### src/sv/assert_macros.svh
// Assertion macros shared by the filter RTL.
// Each macro samples on the rising edge of clk and holds off while rst_n is low.
`ifndef ASSERT_MACROS_SVH
`define ASSERT_MACROS_SVH

// Check a property on every clock edge.
`define IMF_ASSERT(lbl, prop, msg) \
    lbl: assert property (@(posedge clk) disable iff (!rst_n) (prop)) \
        else $error(msg);

// Check that a condition on one edge is followed by another on the next edge.
`define IMF_ASSERT_NEXT(lbl, pre, post, msg) \
    lbl: assert property (@(posedge clk) disable iff (!rst_n) (pre) |=> (post)) \
        else $error(msg);

`endif

### src/sv/imf_pkg.sv
`timescale 1ns / 1ps
`default_nettype none

package imf_pkg;

    localparam int PIX_W      = 8;
    localparam int COL_OUT_W  = 10;
    localparam int ROW_W      = 16;
    localparam int WIDTH_W    = 11;
    localparam int CFG_DATA_W = 16;
    localparam int CFG_IDX_W  = 1;
    localparam int MIN_DIM    = 3;
    localparam int WIN_N      = 9;

    // Configuration register indexes
    localparam logic [CFG_IDX_W-1:0] REG_IMAGE_WIDTH  = 1'b0;
    localparam logic [CFG_IDX_W-1:0] REG_IMAGE_HEIGHT = 1'b1;

    typedef logic [PIX_W-1:0] pix_t;

    // Window: rows top [0..2], middle [3..5], bottom [6..8]; newest column on the right
    typedef pix_t [WIN_N-1:0] imf_win_t;

    // Per-beat tag that travels beside the pixel data
    typedef struct packed {
        logic                 emit;
        logic [COL_OUT_W-1:0] col;
        logic [ROW_W-1:0]     row;
        logic                 last;
    } imf_meta_t;

    typedef struct packed {
        pix_t lo;
        pix_t md;
        pix_t hi;
    } imf_sort3_t;

    function automatic imf_sort3_t imf_sort3(input pix_t a, input pix_t b, input pix_t c);
        pix_t       x;
        pix_t       y;
        pix_t       z;
        pix_t       t;
        imf_sort3_t r;
        x = a;
        y = b;
        z = c;
        if (x > y) begin t = x; x = y; y = t; end
        if (y > z) begin t = y; y = z; z = t; end
        if (x > y) begin t = x; x = y; y = t; end
        r.lo = x;
        r.md = y;
        r.hi = z;
        return r;
    endfunction

    function automatic pix_t imf_med3(input pix_t a, input pix_t b, input pix_t c);
        imf_sort3_t s;
        s = imf_sort3(a, b, c);
        return s.md;
    endfunction

    function automatic pix_t imf_max3(input pix_t a, input pix_t b, input pix_t c);
        pix_t m;
        m = (a > b) ? a : b;
        return (m > c) ? m : c;
    endfunction

    function automatic pix_t imf_min3(input pix_t a, input pix_t b, input pix_t c);
        pix_t m;
        m = (a < b) ? a : b;
        return (m < c) ? m : c;
    endfunction

endpackage

`default_nettype wire

### src/sv/imf_median.sv
`timescale 1ns / 1ps
`default_nettype none

// Two-stage median-of-nine: sort columns, then reduce lows/mids/highs.
module imf_median
    import imf_pkg::*;
(
    input  wire logic      clk,
    input  wire logic      rst_n,
    input  wire logic      adv,
    input  wire imf_win_t  win_in,
    input  wire imf_meta_t meta_in,
    output imf_meta_t      meta_out,
    output pix_t           med_out
);

    imf_sort3_t col_sort [3];
    imf_sort3_t a_col_reg [3];
    imf_meta_t  a_meta_reg;
    pix_t       b_lo_reg;
    pix_t       b_md_reg;
    pix_t       b_hi_reg;
    imf_meta_t  b_meta_reg;

    // Sort each window column top to bottom
    always_comb
    begin
        for (int k = 0; k < 3; k++)
        begin
            col_sort[k] = imf_sort3(win_in[k], win_in[3 + k], win_in[6 + k]);
        end
    end

    always_ff @(posedge clk or negedge rst_n)
    begin
        if (!rst_n)
        begin
            a_meta_reg <= '0;
            b_meta_reg <= '0;
        end
        else if (adv)
        begin
            a_meta_reg <= meta_in;
            b_meta_reg <= a_meta_reg;
        end
    end

    always_ff @(posedge clk)
    begin
        if (adv)
        begin
            for (int k = 0; k < 3; k++)
            begin
                a_col_reg[k] <= col_sort[k];
            end
            // Median lies between the largest low, middle mid and smallest high
            b_lo_reg <= imf_max3(a_col_reg[0].lo, a_col_reg[1].lo, a_col_reg[2].lo);
            b_md_reg <= imf_med3(a_col_reg[0].md, a_col_reg[1].md, a_col_reg[2].md);
            b_hi_reg <= imf_min3(a_col_reg[0].hi, a_col_reg[1].hi, a_col_reg[2].hi);
        end
    end

    assign meta_out = b_meta_reg;
    assign med_out  = imf_med3(b_lo_reg, b_md_reg, b_hi_reg);

endmodule

`default_nettype wire

### config.mk
export PLATFORM = sky130hd
export DESIGN_NAME = imf_median
export DESIGN_NICKNAME = d
export VERILOG_FILES = /design/src/sv/assert_macros.svh /design/src/sv/imf_pkg.sv /design/src/sv/imf_median.sv
export SDC_FILE = /design/constraint.sdc
export NUM_CORES = 1
export LEC_CHECK = 0
export ABC_AREA = 0
export BUFFER_PORTS_ARGS = -buffer_cell sky130_fd_sc_hd__buf_2
export CORE_MARGIN = 2
export CORE_UTILIZATION = 52
export CTS_BUF_LIST = sky130_fd_sc_hd__clkbuf_8
export DETAILED_ROUTE_END_ITERATION = 12
export PLACE_DENSITY = 0.78
export SLEW_MARGIN = 40
export SYNTH_ARGS = -nofsm -noshare
export SYNTH_HDL_FRONTEND = slang
export SYNTH_SLANG_ARGS = --single-unit
### constraint.sdc
create_clock -name clk -period 6.3 [get_ports clk]
set_clock_uncertainty 0.15 [all_clocks]
set_input_delay 1.26 -clock clk [delete_from_list [all_inputs] [get_ports clk]]
set_output_delay 1.26 -clock clk [all_outputs]
set_load 0.02 [all_outputs]
# ---- Word-level counts from Yosys, hierarchy flattened
# Memory sizes are Yosys's and may differ from the RTL's.
# Cells that the tools add are included.
dict set report classes {
  mux 35
  magnitude_cmp 19
}
# operator count
set op_table {}
lappend op_table {{$mux 8} 33}
lappend op_table {{$gt 8x8->1} 17}
lappend op_table {{$lt 8x8->1} 2}
lappend op_table {{$mux 1} 2}
dict set report totals {
  out_inout_bits 36
  register_bits 80
  mem_bits_rw 72
  memories 1
}
# name words width rd rd_ports_with_merged_regs write_ports line_no
set mem_list {}
lappend mem_list {a_col_reg 3 24 3 0 3 imf_median.sv:18} ;# imf_sort3_t a_col_reg [3];

# ---- Logic depth before layout (Yosys ltp)
# Gate-level depths: netlist of run 1.
dict set report logic_depth {
  word_depth 8
  depth_mapped 27
}

# ---- Least setup slack after synthesis of run 1
# OpenSTA, ideal clock, no wires.
dict set report synth_timing {
  path_kind {input -> register}
  start {in win_in[33] (netlist name)}
  end {mem a_col_reg[0][41] (netlist name), data pin}
  path_slack_ns -0.029
  cell_stages 25
  t_required_ns 5.871
  t_arrival_ns 5.901
  n_path_buf 4
  setup_time_ns 0.279
  cell_sequence {inv_1 -> ha_1 -> nor2b_1 -> o211ai_1 -> a21oi_1 -> o22ai_2 -> buf_6 -> mux2i_1 -> inv_1 -> ha_1 -> a21o_1 -> a21oi_1 -> o211ai_1 -> nand2_1 -> clkbuf_1 -> clkbuf_1 -> o21ai_0 -> ha_1 -> nand3_1 -> o21bai_1 -> a21o_1 -> a21oi_1 -> and2_1 -> clkbuf_1 -> a221oi_1}
}
# item line_no
set synth_rtl {}
lappend synth_rtl {{start: declaration} imf_median.sv:11} ;# input wire imf_win_t win_in,
lappend synth_rtl {{end: declaration} imf_median.sv:18}

# ---- Final worst setup path of run 1
dict set report layout_timing {
  start {reg b_md_reg[1]}
  end {out med_out[2]}
}
dict set report layout_via {
  elab_chain_cells 6
  elab_cells_between_ends 7
  classes_between {order compare: 3; mux: 4}
}
# item line_no
set layout_rtl {}
lappend layout_rtl {{start: declaration} imf_median.sv:21} ;# pix_t b_md_reg;
lappend layout_rtl {{start signal: assignment} imf_median.sv:58} ;# b_md_reg <= imf_med3(a_col_reg[0].md, a_col_reg[1].md, a_col_reg[2].md);
lappend layout_rtl {{$gt 8x8->1} imf_pkg.sv:47} ;# if (x > y) begin t = x; x = y; y = t; end
lappend layout_rtl {{$mux 8} imf_pkg.sv:47}
lappend layout_rtl {{$gt 8x8->1} imf_pkg.sv:48} ;# if (y > z) begin t = y; y = z; z = t; end
lappend layout_rtl {{$mux 8} imf_pkg.sv:48}
lappend layout_rtl {{$gt 8x8->1} imf_pkg.sv:49} ;# if (x > y) begin t = x; x = y; y = t; end
lappend layout_rtl {{$mux 8 *} imf_pkg.sv:49}
lappend layout_rtl {{end: declaration} imf_median.sv:14} ;# output pix_t med_out
# Every way passes the cells marked *; elsewhere a longest branch is shown, timed or not.

==> results_dict.tcl, run 1 <==
set metrics [dict create \
    drv_slew 0 \
    synthDistinctLibCells 53 \
    yosysWarnings 0 \
    ant_nets 0 \
    grt_max_degree 105 \
    place.gp.congestion 0.936 \
    synth_edf_count 96 \
    tightest_slew_ns 0.815 \
    synthCells 1127 \
    io_buffers 138 \
    antenna_found_initial 1 \
    syn_nets 1380 \
    vias 9262 \
    rsz0062_at_grt "true" \
    cts_tree "built" \
    drt_iter0_drc 896 \
    fin_ws_ns -0.350 \
    required_ns 4.89 \
    clockPowerShare_pct 9.4 \
    grt_usage_pct 23.9 \
    path_class "flop to output pin" \
    cp_max_fo 8 \
    syn_area_per_cell_um2 10.2 \
    wirelength_um 28100 \
    largest_reg_flops 72 \
    synth_top_area_share_pct 25.1 \
    dr.pass1.iters 5 \
    switchingPower_w 0.00352 \
    worstSetupEndpointType "output pin" \
    failed_checks "setup timing" \
    arrival_ns 5.24 \
    area_delta_synth_final_pct 18.5 \
    fmax_mhz 150 \
    mostFrequentLayoutCell "inv_1" \
    internal-power_w 0.00459 \
    initial_core_util_pct 52.8 \
    swShare_pct 43.4 \
    dpl.hpwl_um 21800 \
    first_global_vias 9056 \
    clkSlewWorstSetupHoldPaths_ns 0.09 \
    dieArea_um2 23300 \
    numCtsBuffers 17 \
    register_area_um2 4280 \
    hold_class "flop to flop" \
    clock-sinks 152 \
    hold_viol 0 \
    seq_area_frac_synth_pct 37.3 \
    slew_headroom_pct 45.7 \
    use_met2_pct 41.3 \
    synth_top_flop_cell "edfxtp_1" \
    power_density_nw_per_um2 596 \
    routed_via_density 5.77 \
    die_h_um 153 \
    ys_async_sr_fraction_pct 36.8 \
    final_cell_mix "inv_1 (146), ha_1 (141), buf_2 (129)" \
    drv_cap 0 \
    min_period_ns 6.65 \
    ir_drop_mv 1.03 \
    core_um2 21800 \
    fillers 1766 \
    gr-total-overflow 0 \
    io_pins 139 \
    period_share_pct 106 \
    fin_nets 1563 \
    synth_area_leaders "edfxtp_1 (25%), ha_1 (16%), dfrtp_1 (12%)" \
    setup_tns_ns -2.57 \
    synth-seq-cells 152 \
    drc 0 \
    dp_cells 1548 \
    clock_latency_ns 0.46 \
    fp.dieW_um 153 \
    grt_pass1_wl_um 45100 \
    cts-root-buf "clkbuf_8" \
    cts_max_level 4 \
    grt_use_met1_pct 29.9 \
    drive_above_1_share_pct 29.0 \
    clock_path_buffers 2 \
    fin_cells 1604 \
    synth_area_um2 11500 \
    combPwrFrac_pct 70.8 \
    met3_usage_pct 3.36 \
    start_kind "flop" \
    setup_viol 8 \
    seqPwrFrac_pct 19.8 \
    outcome "finished, violations left" \
    multi_input_area_um2 6760 \
    hold_slack_ns 0.355 \
    yosysTopAreaCell "edfxtp_1" \
    routed_wire_length_per_instance_um 17.5 \
    top_usage_layer "met2" \
    power_leakage_nw 6.68 \
    std_cell_rows 54 \
]
-- power groups by stage --
stage	Clock [W]	Sequential (W)	Combinational (W)
2_1_floorplan	0	0.00157	0.00329
3_3_place_gp	0	0.00161	0.00438
3_5_place_dp	0	0.00162	0.00448
4_1_cts	0.000776	0.00160	0.00553
5_1_grt	0.000813	0.00163	0.00623
6_report	0.000761	0.00161	0.00574
-- metal layers --
layer	vias up	wire length [µm]
li1	4513	-
met2	293	14100
met1	4377	11600
met4	0	1130
met3	79	1330
met5	-	0
-- kinds of logic (layout without fill, tap and decap cells) --
logic type	Yosys count	count (layout)	synth area share, %
AO/OA/AOI/OAI	270	270	15.1
AND/OR/NAND/NOR	188	188	7.82
multiplexers	184	184	17.2
buffers and inverters	183	379	6.29
flip-flops	152	152	37.3
adder cells (fa/ha/maj)	150	150	16.3
other	0	1	0
-- per-stage QoR --
stage	cell area [µm²]	setup slack [ns]	power, W	util, %
global placement	12700	-0.0261	0.00598	58.4
floorplan	11500	0.0669	0.00487	-
detailed placement	12700	-0.109	0.00610	58.5
global route	13600	-0.582	0.00867	62.6
finish	13600	-0.350	0.00811	62.6
CTS	13500	-0.267	0.00791	62.1
-- synthesized netlist by cell type (2+ instances only) --
master	n
nand4_1	15
and2_1	3
a211oi_1	3
o21ai_1	2
buf_2	11
nand2b_1	6
a21o_1	25
o21ai_2	3
inv_1	147
a41o_1	2
nor2b_1	14
and3_1	14
nand3_1	13
a32oi_1	2
clkbuf_1	17
or2_2	3
o21bai_1	2
nor3_1	2
o21ai_0	71
nor2_1	46
dfrtp_1	56
ha_1	150
a221oi_1	9
edfxtp_1	96
a21oi_1	87
o211ai_1	8
o221a_2	8
mux2_2	104
mux2i_1	80
buf_1	3
o21a_1	5
buf_4	4
nand2_1	67
o32ai_1	8
a222oi_1	8
o22ai_1	15
o22ai_2	2
-- final cells by class --
type                    count  area share, %
clock inverters            15           1.22
inverters                 147           4.05
clock buffers              17           1.72
multi-input cells         792           49.6
flip-flops and latches    152           31.5
well taps                 280           2.57
diodes                      1         0.0184
repair buffers            200           9.32
-- worst max-delay path, stage by stage, from the launching register on --
cell and delay [ns]:
edfxtp_1 0.42, inv_2 0.11, ha_4 0.20, nor2b_4 0.12, o211ai_1 0.14, a21oi_1 0.10, o21ai_2 0.22, buf_12 0.17
mux2_4 0.32, ha_4 0.22, nor2b_4 0.12, o211ai_1 0.23, a21oi_2 0.10, o21ai_1 0.13, buf_4 0.16, buf_6 0.11
mux2i_1 0.20, ha_2 0.31, and3_1 0.18, nand4_1 0.09, o211ai_1 0.20, and3_2 0.34, o21ai_0 0.25, o221a_4 0.23
buf_6 0.11
-- worst paths after layout --
kind	startpoint	slack, ns	cells after the start	end
max	b_md_reg[1]$_DFFE_PP_	-0.35	24	med_out[2]
max reg2reg	a_col_reg[0][39]$_DFFE_PP_	0.70	22	b_md_reg[0]$_DFFE_PP_
min	a_meta_reg[6]$_DFFE_PN0P_	0.36	1	meta_out[6]$_DFFE_PN0P_
min in group asynchronous	rst_n	0.76	2	meta_out[2]$_DFFE_PN0P_
min reg2reg	a_meta_reg[6]$_DFFE_PN0P_	0.36	1	meta_out[6]$_DFFE_PN0P_
max in group asynchronous	rst_n	4.76	2	meta_out[19]$_DFFE_PN0P_
-- repair_timing --
action	4_1_cts	5_1_grt
gates resized for setup	55	8
hold buffers	0	0
pin swaps	27	11
setup buffers	14	9
hold endpoints to repair	0	0
endpoints found under the setup margin	8	8
Power figures use the tool's default switching activity.
==> run 2: changes to the inputs <==
--- a/config.mk
+++ b/config.mk
@@ -7,6 +7,7 @@
 export LEC_CHECK = 0
 export ABC_AREA = 0
 export BUFFER_PORTS_ARGS = -buffer_cell sky130_fd_sc_hd__buf_2
+export CORE_ASPECT_RATIO = 1.1
 export CORE_MARGIN = 2
 export CORE_UTILIZATION = 52
 export CTS_BUF_LIST = sky130_fd_sc_hd__clkbuf_8
==> run 2 against run 1 <==
  * The run still ends with setup timing left
  * Die area about the same
  * Hold slack got worse by 0.00098 ns
  * Final cell count increased by 0.75%
  * Combinational power increased by 2%
  * Maximum frequency increased by 0.30%
  * Clock power increased by 2%
  * Sequential power about the same
  * Count of clock-buffer cells in the layout unchanged
  * Sequential share of layout area decreased by 0.22 points
  * Largest cell class unchanged
  * Largest power group unchanged
==> results_dict.tcl, run 2 (same netlist as run 1, synthesis figures left out) <==
set metrics [dict create \
    wirelength_um 27300 \
    drv_cap 0 \
    dieArea_um2 23300 \
    drc 0 \
    failed_checks "setup timing" \
    first_global_vias 9172 \
    io_pins 139 \
    fillers 1755 \
    power_density_nw_per_um2 603 \
    fin_nets 1561 \
    setup_viol 8 \
    placed_area_um2 12700 \
    worstHoldStart "a_meta_reg[9]$_DFFE_PN0P_" \
    antenna_found_initial 0 \
    ant_nets 0 \
    std_cell_rows 57 \
    place.gp.congestion 0.914 \
    core_um2 21900 \
    drt_iter0_drc 555 \
    cts_max_level 4 \
    clock_path_buffers 2 \
    power_leakage_nw 6.70 \
    dpl.hpwl_um 21000 \
    antenna-diode-count 0 \
    required_ns 4.89 \
    drive_above_1_share_pct 29.2 \
    clkSlewWorstSetupHoldPaths_ns 0.11 \
    routed_via_density 5.69 \
    drv_slew 0 \
    grt_usage_pct 23.7 \
    startpoint "b_lo_reg[1]$_DFFE_PP_" \
    worstSetupEndpointType "output pin" \
    numCtsBuffers 17 \
    initial_core_util_pct 52.5 \
    grt_max_degree 114 \
    fmax_mhz 151 \
    slew_headroom_pct 48.6 \
    outcome "finished, violations left" \
    area_delta_synth_final_pct 19.3 \
    min_period_ns 6.63 \
    holdBufCountCts 0 \
    grt_pass1_wl_um 44700 \
    arrival_ns 5.22 \
    largest_reg_flops 72 \
    r2r_start "a_col_reg[0][38]$_DFFE_PP_" \
    gr-total-overflow 0 \
    routed_wire_length_per_instance_um 16.9 \
    hold_class "flop to flop" \
    cts_tree "built" \
    cts-root-buf "clkbuf_8" \
    hold_viol 0 \
    postLayoutCoreUtil_pct 62.6 \
    final_area_um2 13700 \
    path_class "flop to output pin" \
    final_cell_mix "inv_1 (143), ha_1 (141), buf_2 (130)" \
    clock_latency_ns 0.47 \
    rsz0062_at_grt "true" \
    period_share_pct 105 \
    fin_ws_ns -0.330 \
    fp.dieW_um 146 \
    tightest_slew_ns 0.749 \
    ir_drop_mv 0.534 \
    die_h_um 160 \
    io_buffers 138 \
    cp_max_fo 8 \
    dr.pass1.iters 9 \
    clock-sinks 152 \
    mostFrequentLayoutCell "inv_1" \
    start_kind "flop" \
    vias 9192 \
]
==> run 2: final timing paths <==
path / to / slack (ns) / cells after the start
setup reg to reg: b_md_reg[1]$_DFFE_PP_ / 0.67 / 22
hold / removal: meta_out[9]$_DFFE_PN0P_ / 0.35 / 1
hold reg to reg: meta_out[9]$_DFFE_PN0P_ / 0.35 / 1
max in group asynchronous: a_meta_reg[10]$_DFFE_PN0P_ / 4.79 / 2
setup / recovery: med_out[5] / -0.33 / 23
min in group asynchronous: meta_out[24]$_DFFE_PN0P_ / 0.76 / 2
==> run 2: stage by stage <==
stage | setup TNS, ns | hold WS, ns | setup WS [ns] | cells | power (W)
floorplan | 0 | 0.325 | 0.0669 | 1127 | 0.00487
global placement | 0 | 0.329 | 0.0533 | 1559 | 0.00593
detailed placement | -1.03 | 0.339 | -0.124 | 1559 | 0.00606
CTS | -2.07 | 0.352 | -0.263 | 1608 | 0.00800
global route | -4.79 | 0.373 | -0.612 | 1616 | 0.00885
finish | -2.54 | 0.354 | -0.330 | 1616 | 0.00827
==> run 2: what timing repair did <==
action | CTS | global route
gates resized for setup | 53 | 20
pin swaps | 26 | 13
buffers inserted | 15 | 6
gates cloned | 2 | 0
hold endpoints to repair | 0 | 0
setup endpoints to repair | 8 | 8
==> run 2: layout make-up <==
type / instances / area (µm²) / share of cell area, %
Multi-Input combinational cell: 792 / 6770 / 49.4
Sequential cell: 152 / 4280 / 31.2
Timing Repair Buffer: 198 / 1310 / 9.54
Inverter: 147 / 552 / 4.02
Tap cell: 295 / 369 / 2.69
Clock buffer: 17 / 234 / 1.71
Clock inverter: 15 / 194 / 1.41
==> run 2: metal layers <==
layer	vias to the layer above	wire length, µm	track usage (%)
met4	0	1030	9.94
li1	4502	-	-
met5	-	0	0
met2	277	13800	42.4
met3	67	1160	3.31
met1	4346	11300	28.5
==> run 2: critical path: stages (launching register included) <==
cell      delay (ns)
edfxtp_1        0.45
ha_4            0.30
buf_4           0.11
nand4_1         0.12
or2_4           0.26
o21ai_4         0.08
buf_12          0.15
mux2_4          0.33
ha_4            0.22
nor2b_4         0.12
o211ai_1        0.19
a21oi_1         0.10
o21ai_1         0.15
buf_4           0.17
buf_6           0.12
mux2i_1         0.18
ha_1            0.27
nor3_1          0.17
nor2_1          0.07
o211ai_1        0.36
nand2_1         0.10
mux2_4          0.35
o221a_4         0.26
buf_6           0.13
==> run 2: where the power goes <==
part	internal, W	switching, W	total [W]	leakage [nW]
combinational	0.00293	0.00295	0.00588	4.89
clock	0.000313	0.000462	0.000775	0.213
sequential	0.00142	0.000193	0.00162	1.59
total	0.00467	0.00361	0.00827	6.70
